### src/design/albe_pkg.sv
// shared types and constants of the addressable led bit encoder
package albe_pkg;

  localparam int GammaEntries = 256;
  localparam int GammaW       = 8;
  localparam int GammaAddrW   = $clog2(GammaEntries);
  localparam int BitsPerPixel = 24;
  localparam int SegsPerPixel = 2 * BitsPerPixel;
  localparam int SegCntW      = $clog2(SegsPerPixel);
  localparam int TickW        = 10;
  localparam int DurW         = 16;
  localparam int PixCntW      = 11;
  localparam int CfgIdxW      = 3;
  localparam int CfgDataW     = 16;

  localparam logic [1:0] CMD_PIXEL = 2'd0;
  localparam logic [1:0] CMD_TABLE = 2'd1;
  localparam logic [1:0] CMD_EOF   = 2'd2;

  localparam logic [CfgIdxW-1:0] REG_ONE_HIGH   = 3'd0;
  localparam logic [CfgIdxW-1:0] REG_ONE_LOW    = 3'd1;
  localparam logic [CfgIdxW-1:0] REG_ZERO_HIGH  = 3'd2;
  localparam logic [CfgIdxW-1:0] REG_ZERO_LOW   = 3'd3;
  localparam logic [CfgIdxW-1:0] REG_RESET      = 3'd4;
  localparam logic [CfgIdxW-1:0] REG_GAMMA_EN   = 3'd5;
  localparam logic [CfgIdxW-1:0] REG_MAX_PIXELS = 3'd6;

  typedef struct packed {
    logic [1:0] cmd;
    logic [7:0] red;
    logic [7:0] green;
    logic [7:0] blue;
    logic [7:0] table_index;
    logic [7:0] table_value;
  } item_t;

  typedef struct packed {
    logic            level;
    logic [DurW-1:0] duration;
    logic            last;
  } result_t;

  typedef struct packed {
    logic [TickW-1:0]   one_high_ticks;
    logic [TickW-1:0]   one_low_ticks;
    logic [TickW-1:0]   zero_high_ticks;
    logic [TickW-1:0]   zero_low_ticks;
    logic [DurW-1:0]    reset_ticks;
    logic               gamma_enable;
    logic [PixCntW-1:0] max_pixels;
  } cfg_t;

  typedef struct packed {
    logic                    eof;
    logic [BitsPerPixel-1:0] word;
  } q_entry_t;

  typedef struct packed {
    logic     push;
    q_entry_t entry;
  } q_wr_t;

  typedef struct packed {
    logic     avail;
    q_entry_t head;
  } q_rd_t;

endpackage

### src/design/albe_ram.sv
// generic single-port ram with registered read
module albe_ram #(
  parameter int WIDTH = 8,
  parameter int DEPTH = 256
) (
  input  logic                     clk,
  input  logic                     we,
  input  logic                     re,
  input  logic [$clog2(DEPTH)-1:0] addr,
  input  logic [WIDTH-1:0]         wdata,
  output logic [WIDTH-1:0]         rdata
);

  logic [WIDTH-1:0] mem [DEPTH];

  always_ff @(posedge clk) begin
    if (we) begin
      mem[addr] <= wdata;
    end
    if (re) begin
      rdata <= mem[addr];
    end
  end

endmodule

### src/design/albe_front.sv
// front end: takes items, runs gamma lookups, counts pixels, queues work
module albe_front import albe_pkg::*; #(
  parameter int PIXEL_LIMIT = 1024
) (
  input  logic  clk,
  input  logic  rst,
  input  logic  take,
  input  item_t item,
  input  cfg_t  cfg,
  input  logic  q_full,
  output q_wr_t q_wr,
  output logic  busy
);

  typedef enum logic [3:0] {
    F_IDLE = 4'b0001,
    F_RED  = 4'b0010,
    F_BLUE = 4'b0100,
    F_PUSH = 4'b1000
  } fstate_t;

  fstate_t             state, state_next;
  logic [7:0]          grn_q, red_q, blue_q;
  logic [7:0]          g_val, r_val;
  logic [PixCntW-1:0]  pixel_count;
  logic [GammaEntries-1:0] gvld;
  logic                vld_q;
  logic                ram_we, ram_re;
  logic [GammaAddrW-1:0] ram_addr;
  logic [GammaW-1:0]   ram_q;
  logic                drop;
  logic [7:0]          b_look;

  function automatic logic [7:0] lookup(input logic en, input logic v,
                                        input logic [7:0] q, input logic [7:0] c);
    return (en && v) ? q : c;
  endfunction

  albe_ram #(.WIDTH(GammaW), .DEPTH(GammaEntries)) u_gamma (
    .clk   (clk),
    .we    (ram_we),
    .re    (ram_re),
    .addr  (ram_addr),
    .wdata (item.table_value),
    .rdata (ram_q)
  );

  // a frame holds at most the smaller of max_pixels and PIXEL_LIMIT
  assign drop = (pixel_count >= cfg.max_pixels) || (32'(pixel_count) >= PIXEL_LIMIT);
  assign b_look = lookup(cfg.gamma_enable, vld_q, ram_q, blue_q);
  assign busy = (state != F_IDLE);

  always_comb begin
    state_next         = state;
    ram_we             = 1'b0;
    ram_re             = 1'b0;
    ram_addr           = item.green;
    q_wr.push          = 1'b0;
    q_wr.entry.eof     = 1'b0;
    q_wr.entry.word    = {g_val, r_val, b_look};
    case (state)
      F_IDLE: begin
        if (take) begin
          case (item.cmd)
            CMD_PIXEL: begin
              if (!drop) begin
                ram_re     = 1'b1;
                ram_addr   = item.green;
                state_next = F_RED;
              end
            end
            CMD_TABLE: begin
              ram_we   = 1'b1;
              ram_addr = item.table_index;
            end
            CMD_EOF: begin
              q_wr.push       = 1'b1;
              q_wr.entry.eof  = 1'b1;
              q_wr.entry.word = '0;
            end
            default: ;
          endcase
        end
      end
      F_RED: begin
        ram_re     = 1'b1;
        ram_addr   = red_q;
        state_next = F_BLUE;
      end
      F_BLUE: begin
        ram_re     = 1'b1;
        ram_addr   = blue_q;
        state_next = F_PUSH;
      end
      F_PUSH: begin
        if (!q_full) begin
          q_wr.push  = 1'b1;
          state_next = F_IDLE;
        end
      end
      default: state_next = F_IDLE;
    endcase
  end

  always_ff @(posedge clk) begin
    if (rst) begin
      state       <= F_IDLE;
      pixel_count <= '0;
      gvld        <= '0;
    end else begin
      state <= state_next;
      if (state == F_IDLE && take) begin
        if (item.cmd == CMD_EOF) begin
          pixel_count <= '0;
        end else if (item.cmd == CMD_PIXEL && !drop) begin
          pixel_count <= pixel_count + 1'b1;
        end
      end
      if (ram_we) begin
        gvld[ram_addr] <= 1'b1;
      end
    end
  end

  // entries never written read as the identity
  always_ff @(posedge clk) begin
    if (ram_re) begin
      vld_q <= gvld[ram_addr];
    end
    if (state == F_IDLE && take) begin
      grn_q  <= item.green;
      red_q  <= item.red;
      blue_q <= item.blue;
    end
    if (state == F_RED) begin
      g_val <= lookup(cfg.gamma_enable, vld_q, ram_q, grn_q);
    end
    if (state == F_BLUE) begin
      r_val <= lookup(cfg.gamma_enable, vld_q, ram_q, red_q);
    end
  end

endmodule

### src/design/albe_queue.sv
// short fall-through queue between front and back
module albe_queue import albe_pkg::*; #(
  parameter int DEPTH = 4
) (
  input  logic  clk,
  input  logic  rst,
  input  q_wr_t wr,
  output logic  full,
  output q_rd_t rd,
  input  logic  take
);

  localparam int PtrW = $clog2(DEPTH);
  localparam int CntW = $clog2(DEPTH + 1);

  q_entry_t        mem [DEPTH];
  logic [PtrW-1:0] wptr, rptr;
  logic [CntW-1:0] count;
  logic            do_wr, do_rd;

  assign full     = (count == CntW'(DEPTH));
  assign rd.avail = (count != '0);
  assign rd.head  = mem[rptr];
  assign do_wr    = wr.push && !full;
  assign do_rd    = take && rd.avail;

  always_ff @(posedge clk) begin
    if (rst) begin
      wptr  <= '0;
      rptr  <= '0;
      count <= '0;
    end else begin
      if (do_wr) begin
        wptr <= (wptr == PtrW'(DEPTH - 1)) ? '0 : wptr + 1'b1;
      end
      if (do_rd) begin
        rptr <= (rptr == PtrW'(DEPTH - 1)) ? '0 : rptr + 1'b1;
      end
      if (do_wr && !do_rd) begin
        count <= count + 1'b1;
      end else if (do_rd && !do_wr) begin
        count <= count - 1'b1;
      end
    end
  end

  always_ff @(posedge clk) begin
    if (do_wr) begin
      mem[wptr] <= wr.entry;
    end
  end

endmodule

### src/design/albe_back.sv
// back end: turns queued pixels and frame ends into line segments
module albe_back import albe_pkg::*; (
  input  logic    clk,
  input  logic    rst,
  input  cfg_t    cfg,
  input  q_rd_t   q_rd,
  output logic    q_take,
  output logic    out_vld,
  output result_t out_seg,
  input  logic    out_pop
);

  q_entry_t           cur;
  logic               cur_vld;
  logic [SegCntW-1:0] cnt;
  result_t            seg;
  logic               seg_last;
  logic               adv;
  logic               bit_one;

  assign bit_one  = cur.word[BitsPerPixel-1];
  assign seg_last = cur.eof || (cnt == SegCntW'(SegsPerPixel - 1));
  assign adv      = cur_vld && (!out_vld || out_pop);
  assign q_take   = q_rd.avail && (!cur_vld || (adv && seg_last));

  always_comb begin
    if (cur.eof) begin
      seg.level    = 1'b0;
      seg.duration = cfg.reset_ticks;
      seg.last     = 1'b1;
    end else begin
      // even count: high half of the bit, odd count: low half
      seg.level = !cnt[0];
      if (cnt[0]) begin
        seg.duration = DurW'(bit_one ? cfg.one_low_ticks : cfg.zero_low_ticks);
      end else begin
        seg.duration = DurW'(bit_one ? cfg.one_high_ticks : cfg.zero_high_ticks);
      end
      seg.last = seg_last;
    end
  end

  always_ff @(posedge clk) begin
    if (rst) begin
      cur_vld <= 1'b0;
      out_vld <= 1'b0;
    end else begin
      if (adv) begin
        out_vld <= 1'b1;
      end else if (out_pop) begin
        out_vld <= 1'b0;
      end
      if (q_take) begin
        cur_vld <= 1'b1;
      end else if (adv && seg_last) begin
        cur_vld <= 1'b0;
      end
    end
  end

  always_ff @(posedge clk) begin
    if (adv) begin
      out_seg <= seg;
    end
    if (q_take) begin
      cur <= q_rd.head;
      cnt <= '0;
    end else if (adv) begin
      cnt <= cnt + 1'b1;
      if (cnt[0]) begin
        cur.word <= {cur.word[BitsPerPixel-2:0], 1'b0};
      end
    end
  end

endmodule

### src/design/addressable_led_bit_encoder_unit.sv
// top level of the addressable led bit encoder
// a pixel gives 48 segments, one per cycle from the back-end sequencer unless pop stalls it
// front steps F_RED, F_BLUE, F_PUSH per pixel: three lookups through the single gamma ram port
// pixel path: front states, queue, cur, out_seg to result; a frame end skips the front states
// table writes and dropped pixels stay in F_IDLE and give no result
// rst resets config, state and counts; gamma valid bits clear so the table reads as identity
module addressable_led_bit_encoder_unit import albe_pkg::*; #(
  parameter int PIXEL_LIMIT = 1024,
  parameter int QUEUE_DEPTH = 4
) (
  input  logic                clk,
  input  logic                rst,
  input  logic                push,
  output logic                full,
  input  item_t               item,
  output logic                empty,
  input  logic                pop,
  output result_t             result,
  input  logic                cfg_we,
  input  logic [CfgIdxW-1:0]  cfg_index,
  input  logic [CfgDataW-1:0] cfg_data
);

  cfg_t  cfg;
  q_wr_t q_wr;
  q_rd_t q_rd;
  logic  q_full, q_take, front_busy, take, out_vld;

  always_ff @(posedge clk) begin
    if (rst) begin
      cfg.one_high_ticks  <= TickW'(80);
      cfg.one_low_ticks   <= TickW'(45);
      cfg.zero_high_ticks <= TickW'(40);
      cfg.zero_low_ticks  <= TickW'(85);
      cfg.reset_ticks     <= DurW'(6000);
      cfg.gamma_enable    <= 1'b1;
      cfg.max_pixels      <= PixCntW'(16);
    end else if (cfg_we) begin
      case (cfg_index)
        REG_ONE_HIGH:   cfg.one_high_ticks  <= cfg_data[TickW-1:0];
        REG_ONE_LOW:    cfg.one_low_ticks   <= cfg_data[TickW-1:0];
        REG_ZERO_HIGH:  cfg.zero_high_ticks <= cfg_data[TickW-1:0];
        REG_ZERO_LOW:   cfg.zero_low_ticks  <= cfg_data[TickW-1:0];
        REG_RESET:      cfg.reset_ticks     <= cfg_data[DurW-1:0];
        REG_GAMMA_EN:   cfg.gamma_enable    <= cfg_data[0];
        REG_MAX_PIXELS: cfg.max_pixels      <= cfg_data[PixCntW-1:0];
        default: ;
      endcase
    end
  end

  assign full  = front_busy || q_full;
  assign take  = push && !full;
  assign empty = !out_vld;

  albe_front #(.PIXEL_LIMIT(PIXEL_LIMIT)) u_front (
    .clk    (clk),
    .rst    (rst),
    .take   (take),
    .item   (item),
    .cfg    (cfg),
    .q_full (q_full),
    .q_wr   (q_wr),
    .busy   (front_busy)
  );

  albe_queue #(.DEPTH(QUEUE_DEPTH)) u_queue (
    .clk  (clk),
    .rst  (rst),
    .wr   (q_wr),
    .full (q_full),
    .rd   (q_rd),
    .take (q_take)
  );

  albe_back u_back (
    .clk     (clk),
    .rst     (rst),
    .cfg     (cfg),
    .q_rd    (q_rd),
    .q_take  (q_take),
    .out_vld (out_vld),
    .out_seg (result),
    .out_pop (pop)
  );

`ifndef SYNTHESIS
  a_no_push_when_full: assert property (@(posedge clk) disable iff (rst)
    q_wr.push |-> !q_full)
    else $error("front pushed into a full queue");

  a_busy_blocks_input: assert property (@(posedge clk) disable iff (rst)
    front_busy |-> full)
    else $error("input open while front is busy");

  a_high_never_last: assert property (@(posedge clk) disable iff (rst)
    (!empty && result.level) |-> !result.last)
    else $error("high segment flagged as last");

  a_take_needs_entry: assert property (@(posedge clk) disable iff (rst)
    q_take |-> q_rd.avail)
    else $error("back took from an empty queue");
`endif

endmodule
### config.mk
export PLATFORM = sky130hd
export DESIGN_NAME = addressable_led_bit_encoder_unit
export DESIGN_NICKNAME = d
export VERILOG_FILES = /design/src/design/albe_pkg.sv /design/src/design/albe_ram.sv /design/src/design/albe_front.sv /design/src/design/albe_queue.sv /design/src/design/albe_back.sv /design/src/design/addressable_led_bit_encoder_unit.sv
export SDC_FILE = /design/constraint.sdc
export NUM_CORES = 2
export LEC_CHECK = 0
export BUFFER_PORTS_ARGS = -buffer_cell sky130_fd_sc_hd__buf_2
export CAP_MARGIN = 10
export CORE_ASPECT_RATIO = 1.25
export CORE_MARGIN = 2
export CORE_UTILIZATION = 51
export DETAILED_ROUTE_END_ITERATION = 7
export PLACE_DENSITY = 0.66
export RECOVER_POWER = 50
export SLEW_MARGIN = 20
export SYNTH_ARGS = -nofsm -noshare
export SYNTH_HDL_FRONTEND = slang
export SYNTH_SLANG_ARGS = --single-unit
### constraint.sdc
create_clock -name clk -period 4.82 [get_ports clk]
set_clock_uncertainty 0.2 [all_clocks]
set_input_delay 0.482 -clock clk [delete_from_list [all_inputs] [get_ports clk]]
set_output_delay 0.482 -clock clk [all_outputs]
set_load 0.02 [all_outputs]
# Yosys cells after proc, flatten, opt, wreduce, memory -nomap -nowiden
# Memory sizes are Yosys's and may differ from the RTL's. A register that Yosys moved wholly into a read port is not among the register bits.
# Index checks and enable logic that the tools add are counted.
# classes
add_sub_neg	6
order_cmp	4
eq_ne	21
muxes	50
n_bitwise	1
reduce_logical	45
# op_table
operator	count
256-bit bitwise OR	1
24-bit two-way mux	3
26-bit two-way mux	2
8-bit two-way mux	5
25-bit two-way mux	1
8-bit case mux with 3 select lines	1
11-bit two-way mux	2
10-bit two-way mux	2
2-bit AND reduction	9
1-bit two-way mux	17
17-bit two-way mux	1
16-bit two-way mux	1
4-bit two-way mux	4
4-bit case mux with 4 select lines	1
3-bit equality test, second input constant	4
1-bit logical AND	12
2-bit nonzero test	6
11-bit by 1-bit adder with 11-bit output, second input constant	1
11-bit >= comparator	1
11-bit >= comparator, second input constant	1
8-bit by 9-bit less-than comparator with 1-bit output, second input constant	1
1-bit binary-select mux with 8-bit select	1
1-bit demux with 8-bit select	1
8-bit by 1-bit >= comparator with 1-bit output, second input constant	1
other kinds (26)	48
# word_totals
ff_bits	438
ram_bits	2148
mem_count	2
# mem_list
memory	words	word_bits	rd	rd_ports_with_merged_regs	write_ports	line	rtl
u_front.u_gamma.mem	256	8	1	1	1	albe_ram.sv:14	logic [WIDTH-1:0] mem [DEPTH];
u_queue.mem	4	25	1	1	1	albe_queue.sv:16	q_entry_t mem [DEPTH];

# Longest topological paths before layout
# logic_depth
ltp_word	11
mapped_depth	18
depth_no_buf	12

# Modules after synthesis
# Synthesis repeated with hierarchy kept, for this count alone.
# hier_totals
cells_unflattened	5710
hier_area_um2	101259.6
# modules_own_cells
mod	instances	cells_per_inst	area_each_um2
albe_ram	1	3547	78572.9
albe_front	1	1552	13326.5
albe_queue	1	181	4111.4
addressable_led_bit_encoder_unit	1	263	2762.6
albe_back	1	167	2486.1

# Least setup slack after synthesis
# Ideal clock, no wire load.
# synth_path
path_type	flip-flop to flip-flop
from	register u_front.state[0]
to	memory u_front.u_gamma.mem[808][0] (netlist: u_front.u_gamma.mem[202][0]) (enable)
arrival_time_ps	3745
t_required_ps	4246
path_slack_ps	501
path_stages_with_launch	10
n_path_buf	2
cell_sequence	dfxtp_1 -> buf_4 -> nor4b_1 -> a22oi_1 -> o311ai_0 -> nand2_1 -> nor2_1 -> nand2_1 -> clkbuf_1 -> nor2_1
# synth_between
elab_chain_len	8
word_cells_on_any_way	13
cone_classes	eq/ne (4); mux (6); reduce/logical (3)
# synth_lines
item	line	rtl
from (decl)	albe_front.sv:22	fstate_t state, state_next;
from (signal assigned)	albe_front.sv:111	state <= state_next;
4-bit by 1-bit inequality test with 1-bit output	albe_front.sv:51	assign busy = (state != F_IDLE);
1-bit logical OR	addressable_led_bit_encoder_unit.sv:52	assign full = front_busy || q_full;
1-bit zero test	addressable_led_bit_encoder_unit.sv:53	assign take = push && !full;
1-bit logical AND	addressable_led_bit_encoder_unit.sv:53	
1-bit two-way mux	albe_front.sv:63	if (take) begin
1-bit two-way mux	albe_front.sv:61	case (state)
1-bit two-way mux	albe_ram.sv:17	if (we) begin
1-bit two-way mux (implied by the code)	albe_ram.sv:18	mem[addr] <= wdata;
to (decl)	albe_ram.sv:14	
# Several ways; a longest one is shown, not always the timed one.

# Worst setup path after layout
# layout_path
from	register u_front.state[1]
to	register u_front.u_gamma.rdata[5] (read register of u_front.u_gamma.mem) (data pin)
# layout_between
elab_chain_len	6
word_cells_on_any_way	12
cone_classes	eq/ne (4); mux (4); reduce/logical (4)
# layout_lines
item	line	rtl
4-bit by 1-bit inequality test with 1-bit output	albe_front.sv:51	
1-bit logical OR	addressable_led_bit_encoder_unit.sv:52	
1-bit zero test	addressable_led_bit_encoder_unit.sv:53	
1-bit logical AND	addressable_led_bit_encoder_unit.sv:53	
8-bit two-way mux / 1-bit two-way mux (equally long branches)	albe_front.sv:63	
8-bit case mux with 3 select lines / 1-bit case mux with 2 select lines (equally long branches)	albe_front.sv:61	
to (decl)	albe_ram.sv:11	output logic [WIDTH-1:0] rdata
# Several ways; a longest one is shown, not always the timed one.
# A chain may end at the register's enable or synchronous reset.

==> reports/qor.yml <==
pwr:
  power_density_mw_per_mm2: 425
  p_leak_nw: 41.8
  vdd_drop_max_mv: 0.504
sta:
  tightestPinTransition_ps: 5170
  holdWs_ps: 56.9
  max_slew_margin_pct: -245
  fmax_ghz: 0.207
  rsz0062_at_grt: "false"
  setup_viol: 1
  finalMaxSlewViolations: 1111
  period_share_pct: 100
  final_hold_viol_count: 0
  post-route-min-period_ps: 4840
  layout_setup_ws_ps: -17.8
drt:
  first_pass_iters: 8
  ant_nets: 0
  drc: 0
  routed_wl_um: 322000
  avgViaCountPerCell: 6.20
  wl_per_cell_um: 28.0
  vias: 71400
  drtIter0Drc: 10300
cts:
  clkSinkCount: 2596
  clockRootBuffer: "clkbuf_16"
  cts-buffers-inserted: 235
  clk_pin_slew_ps: 60
  clock_latency_ps: 910
  max-clock-path-buffers: 3
  cts_tree: "yes"
  cts_htree_levels: 4
critical_path:
  crit_top_cell: "buf_4"
  crit_family: "simple AND/OR/NAND/NOR gates"
  crit_arrival_ps: 5390
  worst_setup_path_end_kind: "flop"
  cp_slowest_cell: "a211oi_1"
  crit_chain: "buf_4 -> nor4b_2 -> clkbuf_1 -> a22oi_1 -> o311a_1 -> nor2_1 -> nand2_1 -> buf_4 -> a211oi_1 -> buf_4 -> nor3_1 -> nor4bb_1 -> nand4_1"
  worstSetupStartpoint: "u_front.state[1]$_SDFFE_PP0P_"
  critical_path_required_ps: 5370
  startpoint_type: "flop"
  reg2reg_from: "u_front.state[1]$_SDFFE_PP0P_"
  path_buf_inv: 4
  crit_path_max_fanout: 16
  critPathMaxStageDelay_ps: 950
  path_class: "reg -> reg"
yosys:
  async_reset_ff_share_pct: 0
  ys_types: 94
  yosysSeqAreaShare_pct: 71.3
  synth_warnings: 0
  synth_edf_count: 2240
  synthCells: 8028
  synth-seq-cells: 2596
  synth_area_mm2: 0.104
  syn_avg_cell_area_um2: 13.0
  synth_nets: 8114
  ys.flop_type: "edfxtp_1"
floorplanning:
  die_w_um: 408
  design.core.area_mm2: 0.203
  boundaryPins: 86
  die_h_um: 510
  dieArea_mm2: 0.208
  initial_utilization_pct: 51.3
  num_rows: 185
worst_hold_path:
  hold_path_class: "in -> reg"
  min_from: "push"
placed_design:
  post-dp-hpwl_um: 204000
  portBuffers: 85
  dp_slack_ps: -460
  gp_congestion: 0.934
run_status:
  outcome: "finished, violations left"
  violations: "capacitance limit, slew limit, setup timing"
grt:
  grt.total_usage_pct: 30.5
  grt_pass1_vias: 69000
  grt-ovfl-total: 0
  antenna_found_initial: 8
  grt_max_degree: 152
  grt_pass1_wl_um: 468000
layout:
  nNetsFinal: 8672
  syn_to_final_growth_pct: 15.6
  layout-drive-gt1-share_pct: 15.4
run:
  cap_violations: 16
-- per-layer routing --
| metal | up-vias | track usage, % | share of wire (%) |
|---|---|---|---|
| met2 | 4373 | 49.3 | 47 |
| met4 | 4 | 16.9 | 6.2 |
| met5 | - | 0 | 0.0074 |
| met3 | 883 | 6.02 | 10 |
| met1 | 35400 | 38.8 | 36 |
| li1 | 30700 | - | - |
-- cell usage after synthesis, types with 27 or more instances --
library cell | n | share of area [%]
nor2_1 | 789 | 2.8
nor3_1 | 31 | 0.15
buf_1 | 43 | 0.15
a311oi_1 | 179 | 1.5
a21oi_1 | 159 | 0.76
a211oi_1 | 115 | 0.83
inv_1 | 107 | 0.39
buf_2 | 246 | 1.2
mux2i_1 | 146 | 1.4
clkbuf_1 | 184 | 0.66
nand2_1 | 1796 | 6.5
dfxtp_1 | 356 | 6.8
o21ai_0 | 55 | 0.26
nand4_1 | 34 | 0.20
and3_1 | 102 | 0.61
nand3_1 | 604 | 2.9
buf_6 | 30 | 0.32
o221ai_1 | 35 | 0.29
edfxtp_1 | 2240 | 64
a2111oi_0 | 86 | 0.72
buf_4 | 53 | 0.38
a22oi_1 | 27 | 0.19
mux4_2 | 127 | 2.7
a31oi_1 | 126 | 0.76
-- cell type report --
type                    instances  area (µm²)
fillers                     15900       82700
flip-flops and latches       2596       74400
multi-input cells            4767       26800
repair buffers                879        7350
clock buffers                 330        6690
well taps                    2711        3390
clock inverters               119        1490
inverters                     107         402
diodes                          7        17.5
-- metrics by stage --
step	utilization, %	std cells	instance area (µm²)	power, W	setup TNS, ps
5_1_grt	59.3	11500	121000	0.0525	0
2_1_floorplan	-	8028	104000	0.0290	0
3_3_place_gp	55.0	11000	112000	0.0317	-1110
3_5_place_dp	55.0	11000	112000	0.0318	-1480
6_report	59.3	11500	121000	0.0512	-17.8
4_1_cts	59.4	11500	121000	0.0512	0
-- worst paths after layout --
path	to	cells after the start	slack, ps
worst max register to register	u_front.u_gamma.rdata[5]$_DFFE_PP_	13	-20
worst min register to register	cfg[55]$_SDFFE_PP0P_	2	250
worst max-delay path	u_front.u_gamma.rdata[5]$_DFFE_PP_	13	-20
worst min-delay path	u_front.state[1]$_SDFFE_PP0P_	5	60
-- cells in the final DEF (no fill, tap or decap), drive strengths merged, types with 20 or more instances in the layout --
master	n
mux2i	146
o221ai	35
nand3	606
dlygate4sd3	64
nor3	31
a31oi	126
nor2b	21
and3	103
dfxtp	356
and2	27
nand4	35
a21o	20
edfxtp	2240
bufinv	29
clkinv	70
nand3b	26
clkbuf	395
a211oi	116
inv	116
o22ai	26
nor2	790
nand2	1796
a22oi	27
mux4	128
o21ai	58
a311oi	182
buf	747
a2111oi	89
a21oi	160
-- cell families after synthesis --
| logic type | Yosys count | synth area share, % |
|---|---|---|
| AND/OR/NAND/NOR | 3493 | 14.1 |
| flip-flops | 2596 | 71.3 |
| AO/OA/AOI/OAI | 959 | 6.81 |
| XOR/XNOR | 9 | 0.0756 |
| buffers and inverters | 665 | 3.12 |
| multiplexers | 286 | 4.30 |
| adder cells (fa/ha/maj) | 20 | 0.247 |
-- power by group --
group | internal (W) | total [W] | switching [W]
registers | 0.0249 | 0.0251 | 0.000237
logic | 0.00211 | 0.00644 | 0.00433
clock network | 0.0113 | 0.0197 | 0.00842
total | 0.0382 | 0.0512 | 0.0130
-- timing repair --
| item | CTS | global route |
|---|---|---|
| pin swaps | 1 | 1 |
| hold buffers | 64 | 0 |
| endpoints found under the setup margin | 5 | 8 |
| hold endpoints to repair | 319 | 0 |
| setup buffers | 0 | 8 |
| gates resized for setup | 9 | 4 |
-- worst reg2reg max path: cells and delay by family (launching register included) --
kind / cells / cell delay [ps]
AOI/OAI and AO/OA: 3 / 1370
buffers and inverters: 4 / 1020
DFF: 1 / 420
and+or+nand+nor: 6 / 1690
-- sequential cells by signal, indices dropped and copies added, names as in the netlist, named ones only --
register and flops:
u_back.cnt 6, u_back.bit_one 1, u_front.g_val 8, u_back.cur 24
u_front.grn_q 8, cfg 68, u_front.gvld 256, u_queue.wptr 2
u_queue.rptr 2, u_front.r_val 8, u_front.blue_q 8, u_front.red_q 8
u_front.state 4, u_front.u_gamma.mem 2048, u_queue.count 3, u_front.u_gamma.rdata 8
u_queue.mem 100, u_back.out_seg 18, u_back.out_vld 1, u_front.pixel_count 11
u_back.cur_vld 1, u_front.vld_q 1
No activity file was read; power rests on OpenSTA's default activity.
